### config.mk
export PLATFORM = sky130hd
export DESIGN_NAME = qnd_cell
export DESIGN_NICKNAME = d
export VERILOG_FILES = /design/src/qnd_pkg.sv /design/src/qnd_cell.sv
export VERILOG_INCLUDE_DIRS = /design/src /design/src/src
export SDC_FILE = /design/constraint.sdc
export NUM_CORES = 1
export LEC_CHECK = 0
export ABC_AREA = 1
export CAP_MARGIN = 15
export CORE_UTILIZATION = 50
export CTS_BUF_LIST = sky130_fd_sc_hd__clkbuf_8 sky130_fd_sc_hd__clkbuf_16
export CTS_CLUSTER_SIZE = 16
export DETAILED_ROUTE_END_ITERATION = 10
export DONT_BUFFER_PORTS = 1
export GPL_TIMING_DRIVEN = 0
export SYNTH_ARGS = -nofsm -noshare
export SYNTH_HDL_FRONTEND = slang
export SYNTH_SLANG_ARGS = --single-unit
### constraint.sdc
create_clock -name clk -period 8.1 [get_ports clk]
set_clock_uncertainty 0.2 [all_clocks]
set_input_delay 0.405 -clock clk [delete_from_list [all_inputs] [get_ports clk]]
set_output_delay 0.405 -clock clk [all_outputs]
set_load 0.1 [all_outputs]
### src/qam_nearest_point_demapper_defines.svh
// Assertion macros used by the demapper RTL.
`ifndef QAM_NEAREST_POINT_DEMAPPER_DEFINES_SVH
`define QAM_NEAREST_POINT_DEMAPPER_DEFINES_SVH

// Same-cycle implication, sampled on clk, off while arst_n is low.
`define QND_ASSERT_NOW(lbl, ante, cons, msg) \
	lbl: assert property (@(posedge clk) disable iff (!arst_n) (ante) |-> (cons)) \
		else $error(msg);

// Next-cycle implication, sampled on clk, off while arst_n is low.
`define QND_ASSERT_NEXT(lbl, ante, cons, msg) \
	lbl: assert property (@(posedge clk) disable iff (!arst_n) (ante) |=> (cons)) \
		else $error(msg);

`endif

### src/qnd_pkg.sv
// Shared types, constants and helper functions for the QAM nearest-point demapper.
`default_nettype none

package qnd_pkg;

	localparam int LEVEL_WIDTH      = 16;
	localparam int TABLE_LEVELS     = 8;
	localparam int SAMPLE_WIDTH_DEF = 16;
	localparam int MAX_LEVELS_DEF   = 8;
	localparam int SYMBOL_WIDTH     = 6;
	localparam int COUNT_WIDTH      = 3;
	localparam int CFG_DATA_WIDTH   = 64;
	localparam int CFG_INDEX_WIDTH  = 2;
	localparam int ORDER_WIDTH      = 2;
	localparam int HALF_BITS_WIDTH  = 2;

	typedef enum logic [CFG_INDEX_WIDTH-1:0] {
		REG_ORDER      = 2'd0,
		REG_LEVEL_LOW  = 2'd1,
		REG_LEVEL_HIGH = 2'd2
	} reg_index_t;

	typedef enum logic [ORDER_WIDTH-1:0] {
		ORDER_QPSK     = 2'd0,
		ORDER_QAM16    = 2'd1,
		ORDER_QAM64    = 2'd2,
		ORDER_RESERVED = 2'd3
	} order_t;

	typedef struct packed {
		logic [HALF_BITS_WIDTH-1:0] half_bits;
		logic [COUNT_WIDTH-1:0]     bit_count;
	} ctl_t;

	// Bits per axis of the largest power-of-two grid not above max_levels.
	function automatic int half_bits_max(input int max_levels);
		return $clog2(max_levels + 1) - 1;
	endfunction

	// Width of one squared axis distance.
	function automatic int dist_width(input int sample_width);
		int ext_width;
		ext_width = ((sample_width > LEVEL_WIDTH) ? sample_width : LEVEL_WIDTH) + 1;
		return 2 * ext_width;
	endfunction

endpackage

`default_nettype wire

### src/qnd_cell.sv
// One cell of the level chain: score one grid level on both axes and keep the best so far.
`default_nettype none

module qnd_cell #(
	parameter int SAMPLE_WIDTH = qnd_pkg::SAMPLE_WIDTH_DEF,
	parameter int IDX_WIDTH    = qnd_pkg::half_bits_max(qnd_pkg::MAX_LEVELS_DEF),
	parameter int DIST_WIDTH   = qnd_pkg::dist_width(qnd_pkg::SAMPLE_WIDTH_DEF),
	parameter int CELL_INDEX   = 0
) (
	input  logic                                   clk,
	input  logic                                   arst_n,
	input  qnd_pkg::ctl_t                          ctl,
	input  logic signed [qnd_pkg::LEVEL_WIDTH-1:0] level,
	input  logic                                   up_valid,
	output logic                                   up_ready,
	input  logic signed [SAMPLE_WIDTH-1:0]         up_i,
	input  logic signed [SAMPLE_WIDTH-1:0]         up_q,
	input  logic [DIST_WIDTH-1:0]                  up_dist_i,
	input  logic [DIST_WIDTH-1:0]                  up_dist_q,
	input  logic [IDX_WIDTH-1:0]                   up_idx_i,
	input  logic [IDX_WIDTH-1:0]                   up_idx_q,
	output logic                                   dn_valid,
	input  logic                                   dn_ready,
	output logic signed [SAMPLE_WIDTH-1:0]         dn_i,
	output logic signed [SAMPLE_WIDTH-1:0]         dn_q,
	output logic [DIST_WIDTH-1:0]                  dn_dist_i,
	output logic [DIST_WIDTH-1:0]                  dn_dist_q,
	output logic [IDX_WIDTH-1:0]                   dn_idx_i,
	output logic [IDX_WIDTH-1:0]                   dn_idx_q
);
	import qnd_pkg::*;

	`include "qam_nearest_point_demapper_defines.svh"

	localparam int                 EXT_WIDTH = DIST_WIDTH / 2;
	localparam bit                 FIRST     = (CELL_INDEX == 0);
	localparam logic [IDX_WIDTH-1:0] MY_IDX  = IDX_WIDTH'(CELL_INDEX);
	localparam logic [IDX_WIDTH:0] MY_POS    = (IDX_WIDTH + 1)'(CELL_INDEX);

	logic                          v_q;
	logic signed [SAMPLE_WIDTH-1:0] i_q;
	logic signed [SAMPLE_WIDTH-1:0] q_q;
	logic [DIST_WIDTH-1:0]         dist_i_q;
	logic [DIST_WIDTH-1:0]         dist_q_q;
	logic [IDX_WIDTH-1:0]          idx_i_q;
	logic [IDX_WIDTH-1:0]          idx_q_q;

	logic signed [EXT_WIDTH-1:0]   diff_i;
	logic signed [EXT_WIDTH-1:0]   diff_q;
	logic signed [DIST_WIDTH-1:0]  sq_i;
	logic signed [DIST_WIDTH-1:0]  sq_q;
	logic [IDX_WIDTH:0]            level_count;
	logic                          cell_en;
	logic                          take_i;
	logic                          take_q;
	logic                          load;

	assign diff_i = EXT_WIDTH'(up_i) - EXT_WIDTH'(level);
	assign diff_q = EXT_WIDTH'(up_q) - EXT_WIDTH'(level);
	assign sq_i   = diff_i * diff_i;
	assign sq_q   = diff_q * diff_q;

	assign level_count = (IDX_WIDTH + 1)'(1) << ctl.half_bits;
	assign cell_en     = (MY_POS < level_count);

	// Strict compare keeps the lower-index level on a tie.
	assign take_i = FIRST || (cell_en && ($unsigned(sq_i) < up_dist_i));
	assign take_q = FIRST || (cell_en && ($unsigned(sq_q) < up_dist_q));

	assign up_ready = !v_q || dn_ready;
	assign load     = up_valid && up_ready;

	always_ff @(posedge clk or negedge arst_n) begin
		if (!arst_n) begin
			v_q <= 1'b0;
		end else if (up_ready) begin
			v_q <= up_valid;
		end
	end

	always_ff @(posedge clk) begin
		if (load) begin
			i_q      <= up_i;
			q_q      <= up_q;
			dist_i_q <= take_i ? $unsigned(sq_i) : up_dist_i;
			dist_q_q <= take_q ? $unsigned(sq_q) : up_dist_q;
			idx_i_q  <= take_i ? MY_IDX : up_idx_i;
			idx_q_q  <= take_q ? MY_IDX : up_idx_q;
		end
	end

	assign dn_valid  = v_q;
	assign dn_i      = i_q;
	assign dn_q      = q_q;
	assign dn_dist_i = dist_i_q;
	assign dn_dist_q = dist_q_q;
	assign dn_idx_i  = idx_i_q;
	assign dn_idx_q  = idx_q_q;

	`QND_ASSERT_NOW(a_idx_bound, v_q, (idx_i_q <= MY_IDX) && (idx_q_q <= MY_IDX), "best index beyond cell")
	`QND_ASSERT_NEXT(a_skip_keeps, load && !cell_en, (idx_i_q == $past(up_idx_i)) && (idx_q_q == $past(up_idx_q)), "disabled cell changed best index")
	`QND_ASSERT_NEXT(a_hold_item, v_q && !dn_ready, v_q, "stalled cell dropped its item")

endmodule

`default_nettype wire

* Word-level counts from Yosys, hierarchy flattened *
Cells that the tools add are included.

storage, ports and cells
  register bits after elaboration = 101
  bits of input ports = 131
  logic and storage cells = 12

operators by class
  add/subtract/negate cells = 2
  multiply operators = 2
  reduce and logical (&&, ||, !) cells = 3

operators by type and width
  operator                      number
  multiplier 17 x 17 -> 34 bit  2
  subtractor 16 x 16 -> 17 bit  2
  logical AND 1 bit             1
  logical NOT 1 bit             1
  logical OR 1 bit              1

* Depth between registers and ports, before layout *
  depth in word-level cells = 3
  depth in mapped cells = 39
  depth with buffers taken out = 38

* Least setup slack after synthesis *
OpenSTA, ideal clock, no wires.

  path type = input -> register
  start = in up_i[0]
  end = reg dist_i_q[32] (netlist: dn_dist_i[32]) (data pin)
  setup time = 0.252 ns
  arrival = 6.479 ns
  required time = 7.648 ns
  slack = 1.168 ns
  stages = 33
  path buffers = 1
  cell sequence = inv_1 > ha_1 > fa_1 > inv_1 > nand3_1 > nand2_1 > nand3_1 > nand2_1 > nand3_1 > nand2_1 > nand2_1 > nand2_2 > buf_2 > nor2_1 > fa_1 > inv_1 > fa_1 > inv_1 > fa_1 > fa_1 > fa_1 > inv_1 > fa_1 > inv_1 > ha_1 > nand2_1 > inv_1 > a21boi_0 > nand2_1 > a21oi_1 > nand2_1 > nand2_1 > nand2_1

between the ends
  longest elaborated chain between the ends = 2

RTL lines
  element                       RTL line        source
  from (decl)                   qnd_cell.sv:16  input logic signed [SAMPLE_WIDTH-1:0] up_i,
  subtractor 16 x 16 -> 17 bit  qnd_cell.sv:58  assign diff_i = EXT_WIDTH'(up_i) - EXT_WIDTH'(level);
  multiplier 17 x 17 -> 34 bit  qnd_cell.sv:60  assign sq_i = diff_i * diff_i;
  net sq_i[32]                  qnd_cell.sv:50  logic signed [DIST_WIDTH-1:0] sq_i;
  to (signal assigned)          qnd_cell.sv:85  dist_i_q <= take_i ? $unsigned(sq_i) : up_dist_i;
  to (decl)                     qnd_cell.sv:43  logic [DIST_WIDTH-1:0] dist_i_q;

The timed path passes the listed nets, and every way through them passes these cells.
A chain may end at the register's enable or synchronous reset.

* Worst setup path in the final report *
  start = in up_i[0]
  end = reg dist_i_q[27] (netlist: dn_dist_i[27]) (data pin)

The elaborated chain is that of the path after synthesis.

==> impl_metrics.yaml <==
outcome:
  status: "completed"
synth:
  netlist_instances: 3027
  netlist_area_um2: 25600
  yosys_warnings: 0
  netlist.area_leader.share: 0.423
  synth_area_per_cell_um2: 8.46
  yosysUniqueCellTypes: 41
  synth_area_leaders: "fa_1 42%, inv_1 12%, edfxtp_1 11%, ha_1 9.8%, nand2_1 9.3%"
  synth-seq-cells: 99
  synth_edf_count: 98
  synth_flop_cell: "edfxtp_1"
  ys_seq_area_frac: 0.116
  synthArstFlopShare: 0.0101
  synth_top_area_cell: "fa_1"
detailed_routing:
  route.detailed.drc: 0
  first_pass_iters: 5
  vias: 19200
  vias_per_cell: 5.11
  wl_mm: 66.9
  ant_nets: 0
  wl_per_cell_um: 17.8
  first_iter_violations: 1180
cells_and_area:
  drive_gt1_frac: 0.0369
  antennaDiodeCount: 0
  fin_nets: 3958
  areaGrowthSynthToFinish_pct: 6.16
  fin_cells: 3762
  num-fill-cells: 4811
cts:
  cts_root_buffer: "clkbuf_16"
  insertion_delay_ps: 400
  cts_buffer_depth: 2
  cts_tree: "done"
  h-tree-depth: 3
  clock_sinks: 99
  post_cts_buffers: 0
  cts_buffers: 9
  clkTransAtPathRegs_ps: 70
critical_path:
  crit_required_ps: 8050
  crit_type: "primary input to register"
  cp_max_fo: 10
  crit_path_top_delay_cell: "fa_1"
  critPathMaxStageDelay_ps: 710
  crit_path_end_kind: "register"
  worst_path_most_repeated_cell: "fa_1"
  startpoint_type: "primary input"
  arrival_ps: 7640
floorplanning:
  dieArea_um2: 52100
  io_pins: 239
  die_x_um: 228
  core_area_um2: 50400
  rows: 82
  die_y_um: 228
  initial_core_util: 0.509
timing:
  finalHoldViolations: 0
  rsz0062_at_grt: "no"
  fmaxAchievable_ghz: 0.130
  final.period_utilization: 0.950
  whs_ps: 254
  period_needed_ps: 7690
  worstMarginPinSlew_ps: 1080
  setup-tns-final_ps: 0
  timing.slew.headroom: 0.274
  slew_viol_final: 0
  final-setup-viol-count: 0
flow_run:
  drv_cap: 0
global_route:
  grt_pass1_vias: 20800
  track_usage: 0.277
  grt_overflow: 0
  grt_max_degree: 32
  use_met2: 0.428
  grt_use_met1: 0.403
  top_usage_layer: "met2"
  gr-usage-met3: 0.0499
  antenna_found_initial: 0
  grt_pass1_wl_mm: 111
placed_design:
  hpwl_mm: 57.7
  dp.cells: 3709
  port-buffer-count: 0
  place_congestion: 0.938
hold_path:
  hold_class: "primary input to register"
-- final cells by class --
cell class,instances,area [µm²],share of cell area
inverters,836,3140,0.115
flip-flops and latches,99,2970,0.109
multi-input cells,2043,19200,0.707
well taps,672,841,0.0309
clock inverters,7,46.3,0.00170
repair buffers,40,425,0.0156
clock buffers,9,225,0.00828
plain buffers,56,320,0.0118
-- critical path, delay by kind of cell --
kind,cells,cell delay (ps)
adder cells (fa/ha/maj),9,4140
AND/OR/NAND/NOR,16,1800
buffers and inverters,7,780
AO/OA/AOI/OAI,1,500
-- worst paths after layout --
| kind | from | to | slack, ps | cells after the start |
|---|---|---|---|---|
| hold / removal | dn_ready | dn_i[10]$_DFFE_PP_ | 250 | 2 |
| setup reg to reg | dn_valid$_DFFE_PN0N_ | dn_dist_q[30]$_DFFE_PP_ | 5610 | 3 |
| max in group asynchronous | arst_n | dn_valid$_DFFE_PN0N_ | 7030 | 2 |
| min in group asynchronous | arst_n | dn_valid$_DFFE_PN0N_ | 570 | 2 |
| hold reg to reg | dn_valid$_DFFE_PN0N_ | dn_i[10]$_DFFE_PP_ | 1320 | 1 |
| setup / recovery | up_i[0] | dn_dist_i[27]$_DFFE_PP_ | 410 | 33 |
-- synthesized netlist by cell type, types with 12 or more instances --
| master | count |
|---|---|
| a21oi_1 | 89 |
| buf_2 | 25 |
| buf_4 | 17 |
| clkbuf_1 | 12 |
| edfxtp_1 | 98 |
| fa_1 | 541 |
| ha_1 | 201 |
| inv_1 | 821 |
| nand2_1 | 636 |
| nand3_1 | 87 |
| nand4_1 | 30 |
| nor2_1 | 272 |
| o21ai_0 | 34 |
| o21bai_1 | 12 |
| xnor2_1 | 14 |
| xor2_1 | 42 |
-- registers in the layout, summed over array words and instances (netlist names) --
signal and count:
dn_dist_i 33, dn_q 16, dn_i 16, dn_valid 1, dn_dist_q 33
-- cell families after synthesis --
group,count (synthesis),synth area share
other,1,0.000146
XOR/XNOR,64,0.0242
AND/OR/NAND/NOR,1076,0.171
buffers and inverters,892,0.135
AO/OA/AOI/OAI,153,0.0328
adder cells (fa/ha/maj),742,0.521
flip-flops,99,0.116
-- per-layer routing --
| layer | vias to the layer above | wire, µm |
|---|---|---|
| met4 | 0 | 1100 |
| met5 | - | 0 |
| met2 | 589 | 30100 |
| met3 | 58 | 4900 |
| met1 | 9604 | 30900 |
| li1 | 8975 | - |
-- stage by stage --
step,instance area (µm²),setup WS [ps],utilization
floorplan,25600,1170,-
global placement,26500,-507,0.526
detailed placement,26600,18.6,0.527
CTS,27200,438,0.540
global route,27200,51.3,0.540
finish,27200,409,0.540
-- timing repair --
item / 4_1_cts / 5_1_grt
resized for setup: 0 / 1
endpoints found under the setup margin: 0 / 2
endpoints found under the hold margin: 34 / 0
hold buffers: 35 / 0
-- placed cells by master (no fill, tap or decap), types with 4 or more instances in the layout --
| master | netlist | layout |
|---|---|---|
| inv_1 | 821 | 823 |
| o21ai_0 | 34 | 34 |
| xnor2_1 | 14 | 14 |
| clkbuf_1 | 12 | 12 |
| nor2_1 | 272 | 272 |
| nor2_2 | 4 | 4 |
| buf_4 | 17 | 19 |
| conb_1 | 1 | 8 |
| and2_1 | 4 | 4 |
| o21bai_1 | 12 | 12 |
| inv_2 | 11 | 11 |
| nor3_1 | 11 | 11 |
| buf_2 | 25 | 25 |
| nand3b_1 | 4 | 4 |
| nand4_1 | 30 | 30 |
| xor2_2 | 8 | 8 |
| or2_2 | 8 | 8 |
| ha_1 | 201 | 201 |
| xor2_1 | 42 | 42 |
| a21o_1 | 8 | 8 |
| nand2_2 | 6 | 6 |
| nand3_1 | 87 | 87 |
| dlygate4sd3_1 | 0 | 35 |
| fa_1 | 541 | 540 |
| nand2_1 | 636 | 636 |
| a21oi_1 | 89 | 88 |
| clkbuf_16 | 0 | 9 |
| clkinv_1 | 4 | 4 |
| edfxtp_1 | 98 | 98 |
Power is left out: the tool's default activity adds up to more than one toggle a clock period on the data nets, which glitch-free logic cannot reach.
