`src/qam_nearest_point_demapper_defines.svh`:
```
// Assertion macros used by the demapper RTL.
`ifndef QAM_NEAREST_POINT_DEMAPPER_DEFINES_SVH
`define QAM_NEAREST_POINT_DEMAPPER_DEFINES_SVH

// Same-cycle implication, sampled on clk, off while arst_n is low.
`define QND_ASSERT_NOW(lbl, ante, cons, msg) \
	lbl: assert property (@(posedge clk) disable iff (!arst_n) (ante) |-> (cons)) \
		else $error(msg);

// Next-cycle implication, sampled on clk, off while arst_n is low.
`define QND_ASSERT_NEXT(lbl, ante, cons, msg) \
	lbl: assert property (@(posedge clk) disable iff (!arst_n) (ante) |=> (cons)) \
		else $error(msg);

`endif

```
`src/qnd_pkg.sv`:
```
// Shared types, constants and helper functions for the QAM nearest-point demapper.
`default_nettype none

package qnd_pkg;

	localparam int LEVEL_WIDTH      = 16;
	localparam int TABLE_LEVELS     = 8;
	localparam int SAMPLE_WIDTH_DEF = 16;
	localparam int MAX_LEVELS_DEF   = 8;
	localparam int SYMBOL_WIDTH     = 6;
	localparam int COUNT_WIDTH      = 3;
	localparam int CFG_DATA_WIDTH   = 64;
	localparam int CFG_INDEX_WIDTH  = 2;
	localparam int ORDER_WIDTH      = 2;
	localparam int HALF_BITS_WIDTH  = 2;

	typedef enum logic [CFG_INDEX_WIDTH-1:0] {
		REG_ORDER      = 2'd0,
		REG_LEVEL_LOW  = 2'd1,
		REG_LEVEL_HIGH = 2'd2
	} reg_index_t;

	typedef enum logic [ORDER_WIDTH-1:0] {
		ORDER_QPSK     = 2'd0,
		ORDER_QAM16    = 2'd1,
		ORDER_QAM64    = 2'd2,
		ORDER_RESERVED = 2'd3
	} order_t;

	typedef struct packed {
		logic [HALF_BITS_WIDTH-1:0] half_bits;
		logic [COUNT_WIDTH-1:0]     bit_count;
	} ctl_t;

	// Bits per axis of the largest power-of-two grid not above max_levels.
	function automatic int half_bits_max(input int max_levels);
		return $clog2(max_levels + 1) - 1;
	endfunction

	// Width of one squared axis distance.
	function automatic int dist_width(input int sample_width);
		int ext_width;
		ext_width = ((sample_width > LEVEL_WIDTH) ? sample_width : LEVEL_WIDTH) + 1;
		return 2 * ext_width;
	endfunction

endpackage

`default_nettype wire

```
`src/qnd_cfg.sv`:
```
// Configuration registers and derived grid size for the demapper.
`default_nettype none

module qnd_cfg #(
	parameter int IDX_WIDTH = qnd_pkg::half_bits_max(qnd_pkg::MAX_LEVELS_DEF)
) (
	input  logic                                            clk,
	input  logic                                            arst_n,
	input  logic                                            write_enable,
	input  logic [qnd_pkg::CFG_INDEX_WIDTH-1:0]             write_index,
	input  logic [qnd_pkg::CFG_DATA_WIDTH-1:0]              write_data,
	output qnd_pkg::ctl_t                                   ctl,
	output logic [qnd_pkg::TABLE_LEVELS-1:0][qnd_pkg::LEVEL_WIDTH-1:0] levels
);
	import qnd_pkg::*;

	localparam logic [HALF_BITS_WIDTH-1:0] HB_MAX = HALF_BITS_WIDTH'(IDX_WIDTH);

	order_t                    order_q;
	logic [CFG_DATA_WIDTH-1:0] level_low_q;
	logic [CFG_DATA_WIDTH-1:0] level_high_q;
	order_t                    order_sat;
	logic [HALF_BITS_WIDTH-1:0] hb_want;
	logic [HALF_BITS_WIDTH-1:0] hb;

	always_ff @(posedge clk or negedge arst_n) begin
		if (!arst_n) begin
			order_q      <= ORDER_QPSK;
			level_low_q  <= '0;
			level_high_q <= '0;
		end else if (write_enable) begin
			case (reg_index_t'(write_index))
				REG_ORDER:      order_q      <= order_t'(write_data[ORDER_WIDTH-1:0]);
				REG_LEVEL_LOW:  level_low_q  <= write_data;
				REG_LEVEL_HIGH: level_high_q <= write_data;
				default: ;
			endcase
		end
	end

	// Reserved order code falls back to 64-QAM.
	assign order_sat = (order_q == ORDER_RESERVED) ? ORDER_QAM64 : order_q;
	assign hb_want   = HALF_BITS_WIDTH'(order_sat) + HALF_BITS_WIDTH'(1);
	assign hb        = (hb_want > HB_MAX) ? HB_MAX : hb_want;

	assign ctl.half_bits = hb;
	assign ctl.bit_count = {hb, 1'b0};
	assign levels        = {level_high_q, level_low_q};

endmodule

`default_nettype wire

```
`config.mk`:
```
export PLATFORM = sky130hd
export DESIGN_NAME = qnd_cfg
export DESIGN_NICKNAME = d
export VERILOG_FILES = /design/src/qam_nearest_point_demapper_defines.svh /design/src/qnd_pkg.sv /design/src/qnd_cfg.sv
export SDC_FILE = /design/constraint.sdc
export NUM_CORES = 1
export LEC_CHECK = 0
export BUFFER_PORTS_ARGS = -buffer_cell sky130_fd_sc_hd__buf_2
export CAP_MARGIN = 30
export CORE_ASPECT_RATIO = 0.5
export CORE_MARGIN = 3
export CORE_UTILIZATION = 38
export DETAILED_ROUTE_END_ITERATION = 8
export PLACE_DENSITY = 0.68
export SLEW_MARGIN = 25
export SYNTH_ARGS = -nofsm -noshare
export SYNTH_HDL_FRONTEND = slang
export SYNTH_SLANG_ARGS = --single-unit
```
`constraint.sdc`:
```
create_clock -name clk -period 1.4 [get_ports clk]
set_clock_uncertainty 0.05 [all_clocks]
set_input_delay 0.42 -clock clk [delete_from_list [all_inputs] [get_ports clk]]
set_output_delay 0.42 -clock clk [all_outputs]
set_load 0.03 [all_outputs]
```
-- Word level (Yosys, flattened, before mapping)
Index checks and enable logic that the tools add are counted.
- input port bits: 69
- output and inout port bits: 133
- logic and storage cells: 14
- flip-flop bits (word level): 130
- reduce and logical (&&, ||, !) cells: 4
- equal/unequal tests: 3
- multiplexer cells: 2
- $add $sub $neg: 1
- magnitude comparators: 1
- operators with widths (kind ; number):
    $reduce_and 2->1 ; 3
    $eq 2x2->1 const B ; 2
    $mux 2 ; 2
    $add 2x1->2 const B ; 1
    $eq 2x1->1 const B ; 1
    $gt 2x2->1 const B ; 1
    $logic_not 2->1 ; 1

-- Depth between registers and ports, before layout
Gate-level depths: netlist (run 1).
- depth after elaboration: 5
- gate-level depth with buffers: 4
- depth with buffers taken out: 2

-- Least setup slack after synthesis (run 1)
No wires, ideal clock.
- path kind: flip-flop to output port
- from: register order_q[1]
- to: output ctl[4] (netlist bit)
- slack: -0.006 ns
- path buffers: 1
- data required time: 0.930 ns
- arrival: 0.936 ns
- stages on the path, launching flop included: 3
- cells stage by stage: dfrtp_1 -> or2_2 -> buf_4
- RTL lines (item ; RTL line ; source):
    start: declaration ; qnd_cfg.sv:19 ; order_t order_q;
    start signal: assignment ; qnd_cfg.sv:33 ; REG_ORDER: order_q <= order_t'(write_data[ORDER_WIDTH-1:0]);
    end: declaration ; qnd_cfg.sv:12 ; output qnd_pkg::ctl_t ctl,

==> results of run 1 <==
-- critical path: stages (launching register included) --
cell and delay [ns]:
dfrtp_1 0.39, or2_4 0.27, buf_6 0.14
-- how the worst max path moves through the flow --
| stage | to | cells past startpoint |
|---|---|---|
| 2_1_floorplan | ctl[3] | 2 |
| 3_3_place_gp | level_low_q[27] | 4 |
| 3_5_place_dp | level_low_q[9] | 4 |
| 4_1_cts | ctl[2] | 2 |
| 5_1_grt | ctl[2] | 2 |
| 6_report | ctl[4] | 2 |
-- power groups by stage --
stage	sequential (W)	clock (W)	combinational (W)
CTS	0.00503	0.00451	0.00508
floorplan	0.00632	0	0.00124
global placement	0.00492	0	0.00379
detailed placement	0.00492	0	0.00384
global route	0.00513	0.00470	0.00555
finish	0.00505	0.00441	0.00533
-- cell usage in the layout, fill, tap and decap left out --
cell           instances
buf_6                131
dfrtp_1              130
clkbuf_16             17
clkbuf_8               1
or2_4                  1
nor3b_1                1
buf_4                 86
mux2_2                10
buf_2                 67
buf_12                11
mux2_4               120
conb_1                 1
clkinv_2               3
nand3b_1               2
clkbuf_1               3
clkinvlp_4             4
dlygate4sd3_1          1
nand2b_1               1
bufinv_16              3
-- per-stage QoR --
stage / TNS [ns] / power [W] / hold WS [ns] / setup slack (ns)
2_1_floorplan: 0 / 0.007566 / 0.07441 / 0.03078
3_3_place_gp: -17.60 / 0.008709 / 0.2930 / -0.1987
3_5_place_dp: -18.66 / 0.008756 / 0.2918 / -0.2261
4_1_cts: -4.116 / 0.01462 / 0.1940 / -0.2829
5_1_grt: -6.232 / 0.01538 / 0.2039 / -0.3061
6_report: -1.480 / 0.01478 / 0.2171 / -0.2576
-- layer usage --
metal  wire length, µm  up-vias  global-route usage
li1                  -     1590                   -
met1              5332     1800              0.1989
met2              7728       68              0.3093
met3               360       14             0.03133
met4               208        0             0.06978
met5                 0        -                   0
-- registers in the layout (all words and copies together), names as in the netlist --
register      cells
level_high_q     64
order_q           2
level_low_q      64
-- cell families (layout without fill, tap and decap cells) --
kind of cell	after synthesis	after routing
buf+inv	17	327
other cells	1	1
simple gates	5	5
flops	130	130
mux	130	130
-- what timing repair did --
| action | in CTS | in global routing |
|---|---|---|
| hold buffers | 1 | 0 |
| buffers inserted | 47 | 30 |
| hold endpoints to repair | 14 | 0 |
| endpoints found under the setup margin | 132 | 132 |
| resized for setup | 263 | 0 |
-- area by class of cell --
class	count	area, µm²
timing repair buffer	296	2686
clock buffer	21	450.4
sequential	130	3253
clock inverter	10	135.1
multi-input combinational	136	1956
fill	960	5130
tap	192	240.2
==> flow_metrics.env, run 1 <==
export IMPL_area_growth_pct=58.81
export IMPL_num_rows=30
export IMPL_slew_violations=0
export IMPL_clkPwrFrac=0.298
export IMPL_drive_gt1_frac=0.7656
export IMPL_worst_setup_path_start_kind="flip-flop"
export IMPL_r2r_cells=3
export IMPL_drt_pass1_iter_count=4
export IMPL_synth_most_common_cell="dfrtp_1"
export IMPL_ys_flop_type="dfrtp_1"
export IMPL_dr_first_iter_drc_count=81
export IMPL_ios=202
export IMPL_critical_path_arrival_ns=1.19
export IMPL_status="finished with violations"
export IMPL_hold_depth=2
export IMPL_dp_hpwl_mm=8.634
export IMPL_setup_viol=75
export IMPL_reg2reg_to="level_low_q[33]"
export IMPL_path_max_fanout=3
export IMPL_final_area_um2=8721
export IMPL_clock_sinks=130
export IMPL_netlist_area_um2=5492
export IMPL_antenna_left=0
export IMPL_timing_final_ws_setup_ns=-0.2576
export IMPL_synth_seq_cells=130
export IMPL_grt_ovfl_total=0
export IMPL_synth_top_family_by_area="multiplexers"
export IMPL_failed_checks="setup timing"
export IMPL_cts_clk_slew_worst_paths_ns=0.06
export IMPL_rsz0062_at_grt="true"
export IMPL_ff2ff_setup_slack_ns=0.32
export IMPL_drt_wirelength_per_cell_um=17.36
export IMPL_route_detailed_drc=0
export IMPL_cts_buffers=17
export IMPL_die_area_um2=16020
export IMPL_fin_crit_sh=1.184
export IMPL_grt_total_usage=0.1703
export IMPL_cts_tree="done"
export IMPL_die_w_um=176.0
export IMPL_p_per_area_nw_per_um2=1695
export IMPL_vdd_drop_max_mv=0.8914
export IMPL_intPower_w=0.01021
export IMPL_min_path_type="input pin to flip-flop"
export IMPL_timing_rr_start="level_low_q[33]"
export IMPL_dpl_instance_area_um2=6725
export IMPL_clockBufferDepth=2
export IMPL_synth_top_area_cell="dfrtp_1"
export IMPL_async_reset_ff_frac=1.000
export IMPL_power_frac_seq=0.342
export IMPL_synth_fa_ha_area_frac=0
export IMPL_endpoint_kind="output pin"
export IMPL_min_to="level_high_q[41]"
export IMPL_synth_distinct_cells=11
export IMPL_finalHoldViolCount=0
export IMPL_netlist_instances=283
export IMPL_dp_cells=676
export IMPL_cap_violations=0
export IMPL_core_area_um2=13850
export IMPL_syn_area_per_cell_um2=19.40
export IMPL_clockRootBuffer="clkbuf_16"
export IMPL_synth_simple_area_share=0.006380
export IMPL_start_util=0.3965
export IMPL_worstPathRequired_ns=0.93
export IMPL_first_global_vias=3986
export IMPL_critical_path_class="flip-flop to output pin"
export IMPL_yosysSeqAreaShare=0.5924
export IMPL_insertion_delay_ns=0.39
export IMPL_crit_start="order_q[1]"
export IMPL_final_core_util=0.6296
export IMPL_antenna_found_initial=0
export IMPL_p_leak_nw=4.570
export IMPL_die_h_um=91.01
export IMPL_final_cells=785
export IMPL_syn_nets=352
export IMPL_wl_mm=13.63
export IMPL_place_congestion=0.7575
export IMPL_synth_common_cells="dfrtp_1 (130), mux2_4 (120), buf_12 (12), mux2_2 (10), buf_4 (3)"
export IMPL_synth_compound_area_frac=0
export IMPL_vias_per_cell=4.423
export IMPL_ys_warn_count=0
export IMPL_synthXorXnorAreaFrac=0
export IMPL_combPwrFrac=0.360
export IMPL_vias=3472
export IMPL_synth_enable_flop_cells=0
export IMPL_cts_htree_levels=4
export IMPL_synth_mux_area_frac=0.3486
export IMPL_yosys_top_cells_area="dfrtp_1 (59%), mux2_4 (33%), buf_12 (4.4%)"
export IMPL_nets=650
export IMPL_grt_max_degree=32
export IMPL_io_buffers=200
export IMPL_antennaDiodeCount=0
export IMPL_fmax_ghz=0.6033
export IMPL_synthDominantCellAreaShare=0.5924
export IMPL_layout_min_cycle_time_ns=1.658
export IMPL_swShare=0.3093
export IMPL_switchingPower_w=0.004573
export IMPL_hold_start="write_data[41]"
export IMPL_grt_pass1_wl_mm=21.56
No activity file was read; power rests on OpenSTA's default activity.
==> run 2, diff against run 1 <==
--- a/config.mk
+++ b/config.mk
@@ -9,9 +9,9 @@
 export CAP_MARGIN = 30
 export CORE_ASPECT_RATIO = 0.5
 export CORE_MARGIN = 3
-export CORE_UTILIZATION = 38
+export CORE_UTILIZATION = 45
 export DETAILED_ROUTE_END_ITERATION = 8
-export PLACE_DENSITY = 0.68
+export PLACE_DENSITY = 0.78
 export SLEW_MARGIN = 25
 export SYNTH_ARGS = -nofsm -noshare
 export SYNTH_HDL_FRONTEND = slang
==> run 2 against run 1 <==
Effect of this change:
- the run still ends with setup timing left
- cell area up 1.1%
- wire length up 12%
- global-route usage increased by 4.9 points
- sequential cell count unchanged
- sequential share of layout area down 0.41 points
- maximum frequency is 1.9% lower
- register-to-register slack about the same
- critical path type unchanged
- largest power group unchanged
==> flow_metrics.env, run 2 (synthesis results as in run 1) <==
export IMPL_status="finished with violations"
export IMPL_failed_checks="setup timing"
export IMPL_cts_tree="done"
export IMPL_final_cells=780
export IMPL_insertion_delay_ns=0.39
export IMPL_final_area_um2=8817
export IMPL_top_regs="level_high_q x64, level_low_q x64, order_q x2"
export IMPL_endpoint_kind="output pin"
export IMPL_mostFrequentLayoutCells="buf_6 (131), dfrtp_1 (130), mux2_4 (120)"
export IMPL_critical_path_arrival_ns=1.22
export IMPL_cap_violations=0
export IMPL_area_growth_pct=60.56
export IMPL_met2_usage=0.4109
export IMPL_p_leak_nw=4.678
export IMPL_top_usage_layer="met2"
export IMPL_dpl_instance_area_um2=6636
export IMPL_ff2ff_setup_slack_ns=0.32
export IMPL_clockBufferDepth=2
export IMPL_dpl_worst_slack_ns=-0.2061
export IMPL_min_path_type="input pin to flip-flop"
export IMPL_fmax_ghz=0.5917
export IMPL_vias=3703
export IMPL_antennaDiodeCount=0
export IMPL_path_max_fanout=3
export IMPL_regArea_um2=3253
export IMPL_clock_sinks=130
export IMPL_drt_wirelength_per_cell_um=19.53
export IMPL_grt_max_degree=30
export IMPL_grt_util_met3=0.04163
export IMPL_grt_total_usage=0.2197
export IMPL_antenna_left=0
export IMPL_finalHoldViolCount=0
export IMPL_ios=202
export IMPL_drive_gt1_frac=0.7810
export IMPL_start_util=0.4795
export IMPL_rsz0062_at_grt="true"
export IMPL_hold_start="write_data[26]"
export IMPL_nets=678
export IMPL_p_per_area_nw_per_um2=1703
export IMPL_cts_htree_levels=4
export IMPL_timing_rr_start="level_low_q[37]"
export IMPL_io_buffers=200
export IMPL_switchingPower_w=0.004823
export IMPL_drt_pass1_iter_count=5
export IMPL_gr_usage_met1=0.2491
export IMPL_critical_path_class="flip-flop to output pin"
export IMPL_vdd_drop_max_mv=0.9062
export IMPL_multiInputGateArea_um2=1956
export IMPL_first_global_vias=4112
export IMPL_dp_cells=645
export IMPL_cts_buffers=17
export IMPL_hold_slack_ns=0.2082
export IMPL_core_area_um2=11450
export IMPL_cts_clk_slew_worst_paths_ns=0.06
export IMPL_swShare=0.3212
export IMPL_layout_min_cycle_time_ns=1.690
export IMPL_num_rows=27
export IMPL_die_w_um=162.2
export IMPL_setup_viol=112
export IMPL_fin_crit_sh=1.207
export IMPL_dr_first_iter_drc_count=132
export IMPL_mostFrequentLayoutCell="buf_6"
export IMPL_slew_violations=0
export IMPL_power_frac_seq=0.337
export IMPL_vias_per_cell=4.747
export IMPL_dp_hpwl_mm=8.567
export IMPL_clockRootBuffer="clkbuf_16"
export IMPL_worstPathRequired_ns=0.93
export IMPL_place_congestion=0.7655
export IMPL_route_detailed_drc=0
export IMPL_combPwrFrac=0.373
export IMPL_worst_setup_path_start_kind="flip-flop"
export IMPL_timing_final_ws_setup_ns=-0.2899
export IMPL_antenna_found_initial=0
export IMPL_clkPwrFrac=0.290
export IMPL_intPower_w=0.01019
export IMPL_die_area_um2=13650
export IMPL_wl_mm=15.23
export IMPL_fillers=621
export IMPL_grt_ovfl_total=0
export IMPL_die_h_um=84.12
export IMPL_final_core_util=0.7699
export IMPL_grt_pass1_wl_mm=23.29
export IMPL_crit_start="order_q[1]"
## run 2: path summary, 6_finish.rpt
path,endpoint,cells past startpoint
min in group asynchronous,level_high_q[1],2
worst max-delay path,ctl[2],2
worst max register to register,level_low_q[37],3
max in group asynchronous,level_high_q[53],3
worst min-delay path,level_high_q[26],2
worst min register to register,level_high_q[63],1
## run 2: power by group through the flow
| stage | Combinational, W | Sequential (W) | Clock (W) |
|---|---|---|---|
| finish | 0.00560 | 0.00506 | 0.00435 |
| global route | 0.00582 | 0.00514 | 0.00463 |
| CTS | 0.00517 | 0.00502 | 0.00436 |
| detailed placement | 0.00383 | 0.00492 | 0 |
| global placement | 0.00376 | 0.00491 | 0 |
| floorplan | 0.00124 | 0.00632 | 0 |
## run 2: critical path, cell delays in order (launching register included)
cell	delay, ns
dfrtp_1	0.40
or2_4	0.28
buf_6	0.14
## run 2: timing repair
item	CTS	global route
hold buffers	1	0
buffers inserted	57	46
endpoints found under the setup margin	132	132
pin swaps	1	1
hold endpoints to repair	17	0
resized for setup	263	0
## run 2: per-stage QoR
step / setup TNS [ns] / power [W]
2_1_floorplan: 0 / 0.007566
3_3_place_gp: -19.02 / 0.008663
3_5_place_dp: -20.93 / 0.008748
4_1_cts: -3.469 / 0.01455
5_1_grt: -6.832 / 0.01559
6_report: -2.376 / 0.01502
## run 2: area by class of cell
| cell class | instances | share of cell area |
|---|---|---|
| clock buffer | 18 | 0.04981 |
| clock inverter | 13 | 0.01547 |
| multi-input combinational | 136 | 0.2218 |
| sequential | 130 | 0.3690 |
| tap | 159 | 0.02256 |
| timing repair buffer | 324 | 0.3214 |
## run 2: per-layer routing
metal / share of wire / routed length (µm)
met1: 0.39 / 5952
met2: 0.56 / 8457
met3: 0.030 / 458
met4: 0.024 / 363
met5: 0 / 0
==> run 3, diff against run 2 <==
--- a/config.mk
+++ b/config.mk
@@ -11,7 +11,9 @@
 export CORE_MARGIN = 3
 export CORE_UTILIZATION = 45
 export DETAILED_ROUTE_END_ITERATION = 8
+export HOLD_SLACK_MARGIN = 0.12
 export PLACE_DENSITY = 0.78
+export SETUP_SLACK_MARGIN = 0.05
 export SLEW_MARGIN = 25
 export SYNTH_ARGS = -nofsm -noshare
 export SYNTH_HDL_FRONTEND = slang
==> constraint.sdc (replaced) <==
create_clock -name clk -period 1.4 [get_ports clk]
set_clock_uncertainty 0.05 [all_clocks]
set_input_delay 0.07 -clock clk [delete_from_list [all_inputs] [get_ports clk]]
set_output_delay 0.07 -clock clk [all_outputs]
set_load 0.03 [all_outputs]
==> run 3 against run 2 <==
Effect of this change:
- the flow now finishes without violations
- first-iteration DRC count grew 27%
- clock power grew 17%
- worst hold slack lost 0.045 ns
- largest power group is now clock
- sequential cell count is the same
- global-route usage shrank 1.3 points
==> flow_metrics.env, run 3 (synthesis results as in run 1) <==
export IMPL_status="completed"
export IMPL_crit_buf_inv=1
export IMPL_fin_crit_sh=0.9458
export IMPL_route_detailed_drc=0
export IMPL_cap_violations=0
export IMPL_min_to="order_q[0]"
export IMPL_grt_pass1_wl_mm=21.97
export IMPL_antenna_left=0
export IMPL_clockRootBuffer="clkbuf_16"
export IMPL_endpoint_kind="output pin"
export IMPL_start_util=0.4795
export IMPL_area_growth_pct=46.05
export IMPL_path_max_fanout=3
export IMPL_hold_slack_ns=0.1628
export IMPL_grt_ovfl_total=0
export IMPL_dp_hpwl_mm=8.481
export IMPL_cts_clk_slew_worst_paths_ns=0.06
export IMPL_antennaDiodeCount=0
export IMPL_timing_rr_start="level_high_q[36]"
export IMPL_r2r_cells=1
export IMPL_switchingPower_w=0.004371
export IMPL_ff2ff_setup_slack_ns=0.54
export IMPL_antenna_found_initial=0
export IMPL_die_w_um=162.2
export IMPL_rsz0062_at_grt="true"
export IMPL_p_leak_nw=4.243
export IMPL_num_rows=27
export IMPL_combPwrFrac=0.285
export IMPL_ios=202
export IMPL_first_global_vias=4043
export IMPL_vias=3465
export IMPL_slowest_delay_ns=0.39
export IMPL_nets=634
export IMPL_cts_htree_levels=4
export IMPL_top_regs="level_high_q x64, level_low_q x64, order_q x2"
export IMPL_place_congestion=0.7465
export IMPL_min_path_type="input pin to flip-flop"
export IMPL_p_per_area_nw_per_um2=1743
export IMPL_insertion_delay_ns=0.39
export IMPL_critPathSlowestCell="dfrtp_1"
export IMPL_vdd_drop_max_mv=0.9843
export IMPL_swShare=0.3128
export IMPL_mostFrequentLayoutCell="buf_2"
export IMPL_critical_path_arrival_ns=1.20
export IMPL_critical_path_class="flip-flop to output pin"
export IMPL_die_area_um2=13650
export IMPL_io_buffers=200
export IMPL_grt_total_usage=0.2064
export IMPL_cp_top_family="flip-flops"
export IMPL_clock_sinks=130
export IMPL_setup_viol=0
export IMPL_postCtsSetupBuffers=0
export IMPL_fmax_ghz=0.7552
export IMPL_layout_min_cycle_time_ns=1.324
export IMPL_worstPathRequired_ns=1.28
export IMPL_core_area_um2=11450
export IMPL_cts_buffers=17
export IMPL_vias_per_cell=4.701
export IMPL_drt_wirelength_per_cell_um=18.15
export IMPL_mostFrequentLayoutCells="buf_2 (197), dfrtp_1 (130), mux2_4 (120)"
export IMPL_slew_violations=0
export IMPL_worst_setup_path_start_kind="flip-flop"
export IMPL_wl_mm=13.37
export IMPL_hold_start="write_enable"
export IMPL_reg2reg_to="level_high_q[36]"
export IMPL_clkPwrFrac=0.363
export IMPL_grt_max_degree=58
export IMPL_power_frac_seq=0.352
export IMPL_hold_depth=3
export IMPL_drt_pass1_iter_count=4
export IMPL_tns_ns=0
export IMPL_fillers=743
export IMPL_die_h_um=84.12
export IMPL_cts_tree="done"
export IMPL_finalHoldViolCount=0
export IMPL_intPower_w=0.009604
export IMPL_path_cells="or2_4 -> buf_6"
export IMPL_drive_gt1_frac=0.6505
export IMPL_dr_first_iter_drc_count=168
export IMPL_clockBufferDepth=2
[run 3: cell count changes in the layout (fill, tap and decap cells not counted), moves of 2 or more]
cell / previous run / this run
buf_2: 67 / 197
buf_6: 131 / 2
buf_4: 119 / 2
dlygate4sd3_1: 1 / 68
buf_12: 6 / 11
bufinv_16: 2 / 6
clkinv_2: 4 / 2
[run 3: what timing repair did]
action | CTS | global route
gates resized for setup | 5 | 1
cloned | 0 | 0
hold endpoints to repair | 260 | 0
setup endpoints to repair | 2 | 4
hold buffers | 68 | 0
[run 3: worst min-delay path: cells and delay by family]
| kind | cells | cell delay [ns] |
|---|---|---|
| muxes | 1 | 0.21 |
| and+or+nand+nor | 1 | 0.17 |
| buffers and inverters | 1 | 0.11 |
[run 3: power groups by stage]
stage | Combinational (W) | Clock (W) | Sequential (W)
floorplan | 0.00124 | 0 | 0.00632
global placement | 0.00374 | 0 | 0.00492
detailed placement | 0.00383 | 0 | 0.00492
CTS | 0.00399 | 0.00516 | 0.00490
global route | 0.00417 | 0.00535 | 0.00501
finish | 0.00399 | 0.00507 | 0.00491
[run 3: how the worst max path moves through the flow]
| stage | startpoint | to | slack (ns) | cells after the start |
|---|---|---|---|---|
| 2_1_floorplan | order_q[1] | ctl[4] | 0.34 | 2 |
| 3_3_place_gp | write_index[0] | level_high_q[24] | 0.19 | 5 |
| 3_5_place_dp | write_index[0] | level_high_q[30] | 0.16 | 5 |
| 4_1_cts | order_q[1] | ctl[4] | 0.08 | 2 |
| 5_1_grt | order_q[1] | ctl[4] | 0.03 | 2 |
| 6_report | order_q[1] | ctl[4] | 0.08 | 2 |
[run 3: metal layers]
metal	track usage	share of wire	wire length, µm	vias up
met5	0	0	0	-
met4	0.08127	0.032	423	0
met3	0.05055	0.040	529	31
met2	0.3734	0.54	7244	111
met1	0.2367	0.39	5177	1771
li1	-	-	-	1552
[run 3: final cells by class]
class | instances | area [µm²] | area share
clock buffer | 19 | 452.9 | 0.05647
clock inverter | 13 | 230.2 | 0.02871
multi-input combinational | 136 | 1961 | 0.2445
sequential | 130 | 3253 | 0.4056
tap | 159 | 198.9 | 0.02481
timing repair buffer | 280 | 1924 | 0.2399
[run 3: through the flow]
step | std cells | utilization | cell area [µm²] | setup WS [ns] | total power, W
floorplan | 283 | - | 5492 | 0.3443 | 0.007562
global placement | 637 | 0.5795 | 6636 | 0.1852 | 0.008660
detailed placement | 637 | 0.5795 | 6636 | 0.1620 | 0.008751
CTS | 737 | 0.6999 | 8015 | 0.07544 | 0.01405
global route | 737 | 0.7003 | 8020 | 0.03312 | 0.01453
finish | 737 | 0.7003 | 8020 | 0.07591 | 0.01398
